===== src/sv/ssdv32_pkg.sv =====
`timescale 1ns / 1ps
package ssdv32_pkg;

    localparam int WORD_W   = 16;
    localparam int FB_W     = 32;
    localparam int SHIFT_W  = 5;
    localparam int CFG_IDX_W = 3;
    localparam int CFG_DATA_W = 32;

    // split mode: a group of six bits handled as two halves of three
    localparam logic [SHIFT_W-1:0] SPLIT_GROUP = 5'd6;
    localparam logic [SHIFT_W-1:0] SPLIT_SHIFT = 5'd3;
    localparam int HALF_W = 3;

    localparam logic [SHIFT_W-1:0] GROUP_BITS_RST = 5'd4;
    localparam logic [SHIFT_W-1:0] TAP_FIRST_RST  = 5'd5;
    localparam logic [SHIFT_W-1:0] TAP_SECOND_RST = 5'd18;
    localparam logic [WORD_W-1:0]  OUT_MASK_RST   = 16'hFFFF;
    localparam logic [FB_W-1:0]    REG_MASK_RST   = 32'h007F_FFFF;

    typedef enum logic [CFG_IDX_W-1:0] {
        CFG_GROUP_BITS = 3'd0,
        CFG_TAP_FIRST  = 3'd1,
        CFG_TAP_SECOND = 3'd2,
        CFG_OUT_MASK   = 3'd3,
        CFG_REG_MASK   = 3'd4
    } cfg_idx_t;

    typedef struct packed {
        logic [WORD_W-1:0] rx_word;
        logic              last_in_buffer;
    } in_item_t;

    typedef struct packed {
        logic [WORD_W-1:0] plain_word;
        logic              last_out;
    } out_item_t;

    typedef struct packed {
        logic [SHIFT_W-1:0] group_bits;
        logic [SHIFT_W-1:0] tap_first;
        logic [SHIFT_W-1:0] tap_second;
        logic [WORD_W-1:0]  out_mask;
        logic [FB_W-1:0]    reg_mask;
    } cfg_t;

endpackage


===== src/sv/self_sync_descrambler_v32_top.sv =====
`timescale 1ns / 1ps
// a word passes the input register, then the result register; m_valid rises when it
// moves on, which waits while the result register is full and m_ready is low
// throughput: one word per cycle while m_ready stays high; the feedback register is
// updated in the cycle a word moves from the input register to the result register
// reset: synchronous, active low; clears both valid flags and the feedback register
// and returns the configuration registers to their defaults
module self_sync_descrambler_v32_top
    import ssdv32_pkg::*;
(
    input  logic                  aclk,
    input  logic                  aresetn,
    input  logic                  s_valid,
    output logic                  s_ready,
    input  in_item_t              s_data,
    output logic                  m_valid,
    input  logic                  m_ready,
    output out_item_t             m_data,
    input  logic                  cfg_valid,
    output logic                  cfg_ready,
    input  logic [CFG_IDX_W-1:0]  cfg_addr,
    input  logic [CFG_DATA_W-1:0] cfg_data
);

    cfg_t              cfg_reg;
    cfg_t              cfg_next;
    logic [FB_W-1:0]   fb_reg;
    logic [FB_W-1:0]   fb_next;
    logic              in_valid_reg;
    in_item_t          in_data_reg;
    logic              out_valid_reg;
    out_item_t         out_data_reg;
    logic              move;
    logic [WORD_W-1:0] plain_word;

    assign cfg_ready = 1'b1;

    always_comb begin
        cfg_next = cfg_reg;
        if (cfg_valid) begin
            unique case (cfg_idx_t'(cfg_addr))
                CFG_GROUP_BITS: cfg_next.group_bits = cfg_data[SHIFT_W-1:0];
                CFG_TAP_FIRST:  cfg_next.tap_first  = cfg_data[SHIFT_W-1:0];
                CFG_TAP_SECOND: cfg_next.tap_second = cfg_data[SHIFT_W-1:0];
                CFG_OUT_MASK:   cfg_next.out_mask   = cfg_data[WORD_W-1:0];
                CFG_REG_MASK:   cfg_next.reg_mask   = cfg_data[FB_W-1:0];
                default:        cfg_next = cfg_reg;
            endcase
        end
    end

    always_ff @(posedge aclk) begin
        if (!aresetn) begin
            cfg_reg.group_bits <= GROUP_BITS_RST;
            cfg_reg.tap_first  <= TAP_FIRST_RST;
            cfg_reg.tap_second <= TAP_SECOND_RST;
            cfg_reg.out_mask   <= OUT_MASK_RST;
            cfg_reg.reg_mask   <= REG_MASK_RST;
        end else begin
            cfg_reg <= cfg_next;
        end
    end

    ssdv32_core u_core (
        .cfg        (cfg_reg),
        .fb         (fb_reg),
        .rx_word    (in_data_reg.rx_word),
        .plain_word (plain_word),
        .fb_next    (fb_next)
    );

    // word leaves the input register when the result register is free or draining
    assign move    = in_valid_reg && (!out_valid_reg || m_ready);
    assign s_ready = !in_valid_reg || move;
    assign m_valid = out_valid_reg;
    assign m_data  = out_data_reg;

    always_ff @(posedge aclk) begin
        if (!aresetn) begin
            in_valid_reg  <= 1'b0;
            out_valid_reg <= 1'b0;
            fb_reg        <= '0;
        end else begin
            if (s_valid && s_ready) begin
                in_valid_reg <= 1'b1;
            end else if (move) begin
                in_valid_reg <= 1'b0;
            end
            if (move) begin
                out_valid_reg <= 1'b1;
                fb_reg        <= fb_next;
            end else if (m_ready) begin
                out_valid_reg <= 1'b0;
            end
        end
    end

    always_ff @(posedge aclk) begin
        if (s_valid && s_ready) begin
            in_data_reg <= s_data;
        end
        if (move) begin
            out_data_reg.plain_word <= plain_word;
            out_data_reg.last_out   <= in_data_reg.last_in_buffer;
        end
    end

endmodule


===== src/sv/ssdv32_core.sv =====
`timescale 1ns / 1ps
module ssdv32_core
    import ssdv32_pkg::*;
(
    input  cfg_t              cfg,
    input  logic [FB_W-1:0]   fb,
    input  logic [WORD_W-1:0] rx_word,
    output logic [WORD_W-1:0] plain_word,
    output logic [FB_W-1:0]   fb_next
);

    logic [FB_W-1:0]   tap_a_first;
    logic [FB_W-1:0]   tap_a_second;
    logic [FB_W-1:0]   tap_b_first;
    logic [FB_W-1:0]   tap_b_second;
    logic [FB_W-1:0]   fb_mid;
    logic [FB_W-1:0]   hi_in;
    logic [FB_W-1:0]   lo_in;
    logic [FB_W-1:0]   word_in;
    logic [WORD_W-1:0] y_hi;
    logic [WORD_W-1:0] y_lo;
    logic [WORD_W-1:0] y_whole;
    logic [FB_W-1:0]   fb_whole;
    logic [FB_W-1:0]   fb_split;
    logic [WORD_W-1:0] y_split;

    assign hi_in   = {{(FB_W-HALF_W){1'b0}}, rx_word[2*HALF_W-1:HALF_W]};
    assign lo_in   = {{(FB_W-HALF_W){1'b0}}, rx_word[HALF_W-1:0]};
    assign word_in = {{(FB_W-WORD_W){1'b0}}, rx_word};

    // first pass: whole word, or the upper half in split mode
    assign tap_a_first  = fb >> cfg.tap_first;
    assign tap_a_second = fb >> cfg.tap_second;

    assign y_whole  = (rx_word ^ tap_a_first[WORD_W-1:0] ^ tap_a_second[WORD_W-1:0])
                      & cfg.out_mask;
    assign fb_whole = ((fb << cfg.group_bits) & cfg.reg_mask) | word_in;

    assign y_hi   = (hi_in[WORD_W-1:0] ^ tap_a_first[WORD_W-1:0] ^ tap_a_second[WORD_W-1:0])
                    & cfg.out_mask;
    assign fb_mid = ((fb << SPLIT_SHIFT) & cfg.reg_mask) | hi_in;

    // second half sees the register after the first half
    assign tap_b_first  = fb_mid >> cfg.tap_first;
    assign tap_b_second = fb_mid >> cfg.tap_second;

    assign y_lo     = (lo_in[WORD_W-1:0] ^ tap_b_first[WORD_W-1:0] ^ tap_b_second[WORD_W-1:0])
                      & cfg.out_mask;
    assign fb_split = ((fb_mid << SPLIT_SHIFT) & cfg.reg_mask) | lo_in;
    assign y_split  = (y_hi << SPLIT_SHIFT) | y_lo;

    always_comb begin
        if (cfg.group_bits == SPLIT_GROUP) begin
            plain_word = y_split;
            fb_next    = fb_split;
        end else begin
            plain_word = y_whole;
            fb_next    = fb_whole;
        end
    end

endmodule


===== config.mk =====
export PLATFORM = sky130hd
export DESIGN_NAME = self_sync_descrambler_v32_top
export DESIGN_NICKNAME = d
export VERILOG_FILES = /design/src/sv/ssdv32_pkg.sv /design/src/sv/self_sync_descrambler_v32_top.sv /design/src/sv/ssdv32_core.sv
export SDC_FILE = /design/constraint.sdc
export NUM_CORES = 1
export LEC_CHECK = 0
export ABC_AREA = 0
export BUFFER_PORTS_ARGS = -buffer_cell sky130_fd_sc_hd__buf_2
export CAP_MARGIN = 10
export CORE_MARGIN = 8
export CORE_UTILIZATION = 50
export DETAILED_ROUTE_END_ITERATION = 12
export PLACE_DENSITY = 0.67
export SYNTH_ARGS = -nofsm -noshare
export SYNTH_HDL_FRONTEND = slang
export SYNTH_HIERARCHICAL = 1
export SYNTH_SLANG_ARGS = --single-unit

===== constraint.sdc =====
create_clock -name aclk -period 3.4 [get_ports aclk]
set_input_delay 0.17 -clock aclk [delete_from_list [all_inputs] [get_ports aclk]]
set_output_delay 0.17 -clock aclk [all_outputs]
set_load 0.02 [all_outputs]

# [Yosys cells after proc, flatten, opt, wreduce, memory -nomap -nowiden]
# Cells that the tools add are included.
[word_totals] ff_bits=131 in_bits=57 wordCells=58
[op_classes] n_eq_ne=5 n_shift=5 mux=6 n_bitwise=16 reduce_logical=14
[op_table] operator="32-bit by 5-bit right shift with 16-bit output" n=4
[op_table] operator="32-bit AND" n=3
[op_table] operator="32-bit by 3-bit bitwise OR with 32-bit output" n=2
[op_table] operator="16-bit XOR" n=3
[op_table] operator="16-bit AND" n=2
[op_table] operator="32-bit two-way mux" n=1
[op_table] operator="32-bit by 16-bit bitwise OR with 32-bit output" n=1
[op_table] operator="32-bit by 5-bit << shifter with 32-bit output" n=1
[op_table] operator="16-bit two-way mux" n=1
[op_table] operator="16-bit bitwise OR" n=1
[op_table] operator="3-bit by 16-bit XOR with 16-bit output" n=1
[op_table] operator="13-bit AND" n=1
[op_table] operator="13-bit XOR" n=1
[op_table] operator="3-bit by 13-bit XOR with 13-bit output" n=1
[op_table] operator="2-bit AND reduction" n=5
[op_table] operator="3-bit by 2-bit == test with 1-bit output, second input constant" n=2
[op_table] operator="5-bit by 3-bit == test with 1-bit output, second input constant" n=1
[op_table] operator="1-bit two-way mux" n=4
[op_table] operator="2-bit nonzero test" n=2
[op_table] operator="3-bit by 1-bit == test with 1-bit output, second input constant" n=1
[op_table] operator="3-bit == test, second input constant" n=1
[op_table] operator="3-bit zero test" n=1
[op_table] operator="1-bit logical AND" n=2
[op_table] operator="1-bit zero test" n=2
[op_table] operator="1-bit logical OR" n=2

# [Depth between registers and ports, before layout]
# Gate-level depths: netlist of run 1.
[logic_depth] depth_word=8 mapped_depth=12

# [Cells and area by module]
# The synthesis of run 1 kept the hierarchy.
[by_module_without_submodules] module="ssdv32_core" n_inst=1 cells_per_inst=1099 area_each_um2=9487.8 seq_area_each_um2=0.0
[by_module_without_submodules] module="self_sync_descrambler_v32_top" n_inst=1 cells_per_inst=456 area_each_um2=4591.9 seq_area_each_um2=2962.8

# [Worst setup path before layout of run 1]
# No wires, ideal clock.
[synth_timing] path_type="reg2reg" start="register cfg_reg[54] (netlist bit)" end="register out_data_reg, in the netlist m_data[3], data pin" arrival_time_ns=2.392 required_ns=3.128 slack_ns=0.736 stages_incl_launch_ff=9 n_path_buf=2 period_less_slack_ns=2.664 path_cell_list="dfxtp_1 -> buf_2 -> buf_2 -> mux4_2 -> mux4_2 -> a21oi_2 -> xor2_1 -> nor4b_1 -> or4_1"
[synth_via] elab_chain_len=6 word_cells_on_any_way=10
[synth_rtl] element="start: declaration" line="self_sync_descrambler_v32_top.sv:25" rtl="cfg_t cfg_reg;"
[synth_rtl] element="start signal: assignment" line="self_sync_descrambler_v32_top.sv:60" rtl="cfg_reg <= cfg_next;"
[synth_rtl] element="32-bit by 5-bit right shift with 16-bit output" line="ssdv32_core.sv:44" rtl="assign tap_b_first = fb_mid >> cfg.tap_first;"
[synth_rtl] element="3-bit by 16-bit XOR with 16-bit output" line="ssdv32_core.sv:47" rtl="assign y_lo = (lo_in[WORD_W-1:0] ^ tap_b_first[WORD_W-1:0] ^ tap_b_second[WORD_W-1:0])"
[synth_rtl] element="16-bit XOR" line="ssdv32_core.sv:47"
[synth_rtl] element="16-bit AND" line="ssdv32_core.sv:48" rtl="& cfg.out_mask;"
[synth_rtl] element="16-bit bitwise OR" line="ssdv32_core.sv:50" rtl="assign y_split = (y_hi << SPLIT_SHIFT) | y_lo;"
[synth_rtl] element="16-bit two-way mux *" line="ssdv32_core.sv:53" rtl="if (cfg.group_bits == SPLIT_GROUP) begin"
[synth_rtl] element="named net plain_word[2]" line="self_sync_descrambler_v32_top.sv:34" rtl="logic [WORD_W-1:0] plain_word;"
[synth_rtl] element="end: declaration" line="self_sync_descrambler_v32_top.sv:32" rtl="out_item_t out_data_reg;"
# Mark *: on every way through the listed nets, which the timed path passes. The rest lies on a longest branch.
# A chain may end at the register's enable or synchronous reset.

# [Worst setup path in the final report of run 1]
[layout_timing] start="register fb_reg[26]" end="register out_data_reg, in the netlist m_data[12], data pin"
[layout_via] elab_chain_len=8 word_cells_on_any_way=17
[layout_rtl] element="start: declaration" line="self_sync_descrambler_v32_top.sv:27" rtl="logic [FB_W-1:0] fb_reg;"
[layout_rtl] element="start signal: assignment" line="self_sync_descrambler_v32_top.sv:91" rtl="fb_reg <= fb_next;"
[layout_rtl] element="32-bit AND" line="ssdv32_core.sv:41" rtl="assign fb_mid = ((fb << SPLIT_SHIFT) & cfg.reg_mask) | hi_in;"
[layout_rtl] element="32-bit by 3-bit bitwise OR with 32-bit output" line="ssdv32_core.sv:41"
[layout_rtl] element="32-bit by 5-bit right shift with 16-bit output" line="ssdv32_core.sv:44"
[layout_rtl] element="3-bit by 16-bit XOR with 16-bit output" line="ssdv32_core.sv:47"
[layout_rtl] element="16-bit XOR" line="ssdv32_core.sv:47"
[layout_rtl] element="16-bit AND" line="ssdv32_core.sv:48"
[layout_rtl] element="16-bit bitwise OR" line="ssdv32_core.sv:50"
[layout_rtl] element="16-bit two-way mux *" line="ssdv32_core.sv:53"
[layout_rtl] element="named net plain_word[11]" line="self_sync_descrambler_v32_top.sv:34"
# Marks and branches as above.

==> results of run 1 <==
==> tightest hold or removal path: cells and delay by family <==
family | cells | cell delay, ps
buffers and inverters | 1 | 130
AND/OR/NAND/NOR | 2 | 130
==> Yosys cell counts (4+ instances only) <==
library cell  instances
inv_1                 7
a22o_1               10
o32ai_1               7
a211oi_1             23
dfxtp_1              97
buf_1                14
nand2_1             272
buf_4                12
edfxtp_1             34
o211a_1               6
o21ai_1              14
nor2b_1              12
o211ai_1             13
o221ai_1              5
nand2b_1              7
xnor2_1              22
and2_1               32
xor2_1               23
nand3_1             114
nor3_1               15
clkbuf_1             97
nand3b_1              5
buf_6                 5
o21ai_0              63
a31oi_1              12
mux2i_1             129
a22oi_1               4
mux2_2               34
buf_2                43
mux4_2              164
nor2_1               84
a2bb2oi_1             4
a31o_2                4
o22ai_1              47
a21oi_1              43
a21boi_0              4
and3_1                6
a221oi_1              6
inv_2                 5
==> logic make-up after synthesis <==
kind of cell	count (synthesis)	share of synthesized area, %
AOI/OAI and AO/OA	294	13.77
xor gates and xnor gates	45	2.799
and+or+nand+nor	568	18.08
buffers and inverters	189	6.167
muxes	327	38.12
other	1	0.02663
DFF	131	21.04
==> where the power goes <==
part	internal [mW]	switching, mW	total, mW	leakage, nW
Sequential	1.67	0.114	1.79	1.12
Clock	1.05	0.807	1.85	0.287
Combinational	0.507	0.668	1.17	4.75
==> final cells by class <==
| type | instances | area, µm² |
|---|---|---|
| clock buffer | 18 | 439.2 |
| clock inverter | 14 | 143.9 |
| fill | 2494 | 11540 |
| inverter | 16 | 62.56 |
| multi-input combinational | 1235 | 10270 |
| sequential | 131 | 2973 |
| tap | 378 | 473.0 |
| timing repair buffer | 252 | 1879 |
==> routing by layer <==
layer	vias up	global-route usage [%]	part of all wire (%)
met5	-	0	0
met4	0	17.59	5.4
met3	234	11.34	14
met2	1225	55.95	44
met1	7111	47.17	37
li1	6083	-	-
==> path summary, 6_finish.rpt <==
check                             endpoint  cells past startpoint  slack, ps                startpoint
hold / removal    cfg_reg[44]$_SDFFE_PN1P_                      3         20              cfg_data[12]
setup reg to reg      m_data[12]$_DFFE_PP_                      8        120   fb_reg[26]$_SDFFE_PN0P_
setup / recovery      m_data[12]$_DFFE_PP_                      8        120   fb_reg[26]$_SDFFE_PN0P_
hold reg to reg        m_data[0]$_DFFE_PP_                      0        430  in_data_reg[0]$_DFFE_PP_
==> results.sh, run 1 <==
export IMPL_vias_per_cell=7.169
export IMPL_drtIter0Drc=2871
export IMPL_grt_antenna_before_repair=0
export IMPL_worst_pin_slew_ps=1477
export IMPL_antennaDiodeCount=0
export IMPL_fmax_mhz=305.2
export IMPL_endpoint_kind="flip-flop"
export IMPL_arrival_ps=3590
export IMPL_cp_top_family="compound AO/OA/AOI/OAI gates"
export IMPL_grt_max_degree=67
export IMPL_gp_congestion=1.050
export IMPL_synth_edf_count=34
export IMPL_finalCritPeriodShare_pct=96.36
export IMPL_rows=61
export IMPL_crit_buf_inv=0
export IMPL_critPathMostFrequentCell="nand3_1"
export IMPL_vias=14650
export IMPL_area_delta_synth_final_pct=15.37
export IMPL_hold_viol=0
export IMPL_placed_cells=1968
export IMPL_vdd_ir_drop_max_mv=0.3672
export IMPL_worst_ep_required_time_ps=3710
export IMPL_grt_pass1_vias=13820
export IMPL_cts_sinks=131
export IMPL_crit_chain="nand2_1 -> o21ai_0 -> mux4_2 -> o2bb2ai_1 -> o22ai_1 -> xor2_1 -> nand3_1 -> nand3_1"
export IMPL_clk_latency_ps=440
export IMPL_cts_resized=0
export IMPL_synth_top_cell_by_area="mux4_2"
export IMPL_yosysSeqAreaShare_pct=21.04
export IMPL_critPathMaxStageDelay_ps=810
export IMPL_ys_ff_latch=131
export IMPL_syn_inst=1555
export IMPL_final_util_pct=58.47
export IMPL_postCtsSetupRepairBufs=0
export IMPL_fin_tns_setup_ps=0
export IMPL_fp_dieArea_um2=33780
export IMPL_slew_viol_final=0
export IMPL_finClkSkew_ps=9.607
export IMPL_htreeDepth=4
export IMPL_synth_area_um2=14080
export IMPL_yosysTopAreaCellShare_pct=26.23
export IMPL_grt_usage_pct=36.77
export IMPL_drt_pass1_iter_count=6
export IMPL_power_density_nw_per_um2=296.6
export IMPL_hold_class="in2reg"
export IMPL_clockRootBuffer="clkbuf_16"
export IMPL_worst_slack_ps=123.8
export IMPL_synthTopCellsByArea="mux4_2, dfxtp_1, mux2i_1"
export IMPL_netlist_cell_type_count=72
export IMPL_initial_core_util_pct=50.68
export IMPL_nNetsFinal=1710
export IMPL_fp_coreArea_um2=27780
export IMPL_cts_tree="yes"
export IMPL_syn_nets=1612
export IMPL_status="finished with violations"
export IMPL_layout_common_cells="nand2_1, mux4_2, mux2i_1, buf_4, nand3_1"
export IMPL_path_clk_slew_ps=60
export IMPL_p_leak_nw=6.154
export IMPL_final_cell_area_um2=16240
export IMPL_grt_setup_unrepaired="false"
export IMPL_die_height_um=183.8
export IMPL_layout_commonest_cell="nand2_1"
export IMPL_synth_top_flop_cell="dfxtp_1"
export IMPL_crit_fanout=16
export IMPL_slew_headroom_pct=0.4631
export IMPL_post_drt_wl_per_cell_um=30.72
export IMPL_synthArstFlopShare_pct=0
export IMPL_yosysWarnings=6
export IMPL_drt_total_wl_um=62780
export IMPL_fin_worst_hold_slack_ps=15.65
export IMPL_grt_pass1_wl_um=92020
export IMPL_clock_path_buffers=2
export IMPL_post_place_ws_ps=245.9
export IMPL_hold_buffers=44
export IMPL_drc=0
export IMPL_ant_nets=0
export IMPL_avgSynthCellArea_um2=9.055
export IMPL_pin_count=77
export IMPL_cp_slowest_cell="o21ai_0"
export IMPL_stdcell_count=2044
export IMPL_dieWidth_um=183.8
export IMPL_maxCapViolations=1
export IMPL_place_area_um2=15220
export IMPL_min_period_ps=3276
export IMPL_gr_total_overflow=0
export IMPL_critPathLaunchType="flip-flop"
export IMPL_largest_reg_flops=63
export IMPL_drive_gt1_share_pct=27.85
export IMPL_finalSetupViolCount=0
export IMPL_portBuffers=75
export IMPL_cts_made_buffers=17
export IMPL_hpwlAfterDp_um=47840
export IMPL_violations="max-capacitance violations"
export IMPL_crit_type="reg2reg"
export IMPL_total_power_mw=4.818
Power figures use the tool's default switching activity.
==> run 2: changes to the inputs <==
Settings changed: CORE_ASPECT_RATIO set to 1.75, PLACE_DENSITY 0.67 to unset, PLACE_DENSITY_LB_ADDON set to 0.15.
==> results.sh, run 2 (same netlist as run 1, synthesis figures left out) <==
export IMPL_clock_path_buffers=2
export IMPL_fin_worst_hold_slack_ps=18.36
export IMPL_hold_viol=0
export IMPL_vdd_ir_drop_max_mv=0.4554
export IMPL_num_fill_cells=2474
export IMPL_fp_coreArea_um2=27870
export IMPL_critPathMaxStageDelay_ps=810
export IMPL_nNetsFinal=1738
export IMPL_reg2reg_slack_ps=-10
export IMPL_hold_class="in2reg"
export IMPL_cts_tree="yes"
export IMPL_vias=15100
export IMPL_portBuffers=75
export IMPL_arrival_ps=3650
export IMPL_gp_congestion=1.076
export IMPL_initial_core_util_pct=50.52
export IMPL_fmax_mhz=293.2
export IMPL_hpwlAfterDp_um=52730
export IMPL_drive_gt1_share_pct=29.04
export IMPL_post_place_ws_ps=267.7
export IMPL_critPathLaunchType="flip-flop"
export IMPL_slew_viol_final=0
export IMPL_cts_sinks=131
export IMPL_holdCritStartpoint="cfg_data[29]"
export IMPL_drc=0
export IMPL_grt_pass1_wl_um=101200
export IMPL_die_height_um=238.0
export IMPL_cp_top_family="multiplexers"
export IMPL_antennaDiodeCount=0
export IMPL_crit_buf_inv=2
export IMPL_worst_r2r_startpoint="fb_reg[9]$_SDFFE_PN0P_"
export IMPL_layout_common_cells="nand2_1, mux4_2, buf_4"
export IMPL_slew_headroom_pct=20.93
export IMPL_pin_count=77
export IMPL_placed_cells=1990
export IMPL_crit_chain="buf_4 -> mux4_2 -> mux2i_1 -> nand2_1 -> o21ai_0 -> buf_4 -> o22ai_1 -> a22o_1 -> nand2_1 -> mux2i_1"
export IMPL_fp_dieArea_um2=34000
export IMPL_stdcell_count=2067
export IMPL_cp_slowest_cell="mux2i_1"
export IMPL_maxCapViolations=0
export IMPL_clockRootBuffer="clkbuf_16"
export IMPL_multiInputGateArea_um2=10280
export IMPL_seqCellArea_um2=2974
export IMPL_area_delta_synth_final_pct=17.07
export IMPL_grt_max_degree=64
export IMPL_crit_fanout=11
export IMPL_clk_latency_ps=450
export IMPL_grt_antenna_before_repair=5
export IMPL_startpoint="fb_reg[9]$_SDFFE_PN0P_"
export IMPL_grt_usage_pct=41.87
export IMPL_grt_setup_unrepaired="false"
export IMPL_total_power_mw=4.867
export IMPL_drt_total_wl_um=70740
export IMPL_cts_made_buffers=17
export IMPL_fin_tns_setup_ps=-11.16
export IMPL_dieWidth_um=142.9
export IMPL_status="finished with violations"
export IMPL_worst_slack_ps=-11.16
export IMPL_drt_pass1_iter_count=8
export IMPL_min_period_ps=3411
export IMPL_drtIter0Drc=2430
export IMPL_vias_per_cell=7.305
export IMPL_power_density_nw_per_um2=295.2
export IMPL_path_clk_slew_ps=60
export IMPL_finClkSkew_ps=13.56
export IMPL_crit_type="reg2reg"
export IMPL_htreeDepth=4
export IMPL_post_drt_wl_per_cell_um=34.22
export IMPL_finalCritPeriodShare_pct=100.3
export IMPL_gr_total_overflow=0
export IMPL_worst_pin_slew_ps=1174
export IMPL_layout_commonest_cell="nand2_1"
export IMPL_finalSetupViolCount=1
export IMPL_largest_reg_flops=63
export IMPL_rows=81
export IMPL_p_leak_nw=6.300
export IMPL_violations="negative setup slack"
export IMPL_worst_ep_required_time_ps=3640
export IMPL_grt_pass1_vias=14400
export IMPL_ant_nets=0
export IMPL_endpoint_kind="flip-flop"
==> run 2: worst register-to-register path, stage by stage (launching register included) <==
cell	delay [ps]
dfxtp_1	790
buf_4	330
mux4_2	280
mux2i_1	100
nand2_1	90
o21ai_0	90
buf_4	210
o22ai_1	250
a22o_1	190
nand2_1	60
mux2i_1	810
==> run 2: where the power goes <==
group	total, mW	switching [mW]	internal (mW)
Sequential	1.80	0.125	1.68
Combinational	1.23	0.702	0.528
Clock	1.84	0.808	1.03
Total	4.87	1.64	3.23
==> run 2: timing repair <==
item | in CTS | in global routing
hold buffers | 45 | 0
endpoints found under the setup margin | 0 | 1
gates resized for setup | 0 | 1
setup buffers | 0 | 0
endpoints found under the hold margin | 49 | 0
==> run 2: through the flow <==
step	cell area, µm²	utilization, %
after floorplan	14080	-
after global placement	15460	55.47
after detailed placement	15460	55.47
after CTS	16480	59.14
after global routing	16480	59.14
final	16480	59.14
==> run 2: worst paths after layout <==
kind	end	depth (start not counted)
worst max-delay path	fb_reg[12]$_SDFFE_PN0P_	10
worst max register to register	fb_reg[12]$_SDFFE_PN0P_	10
worst min register to register	m_data[0]$_DFFE_PP_	0
worst min-delay path	cfg_reg[29]$_SDFFE_PN0P_	3
==> run 2: layout make-up <==
cell class	count	area share, %
Multi-Input combinational cell	1235	62.36
Tap cell	373	2.831
Sequential cell	131	18.04
Clock buffer	18	2.604
Timing Repair Buffer	280	12.92
Inverter	16	0.3795
Clock inverter	14	0.8653
==> run 2: layer usage <==
layer / up-vias / share of wire, % / GRT usage [%]
met5: - / 0.16 / 1.051
met4: 10 / 11 / 37.38
met3: 394 / 10 / 8.825
met2: 1268 / 46 / 66.56
met1: 7284 / 32 / 46.37
li1: 6144 / - / -
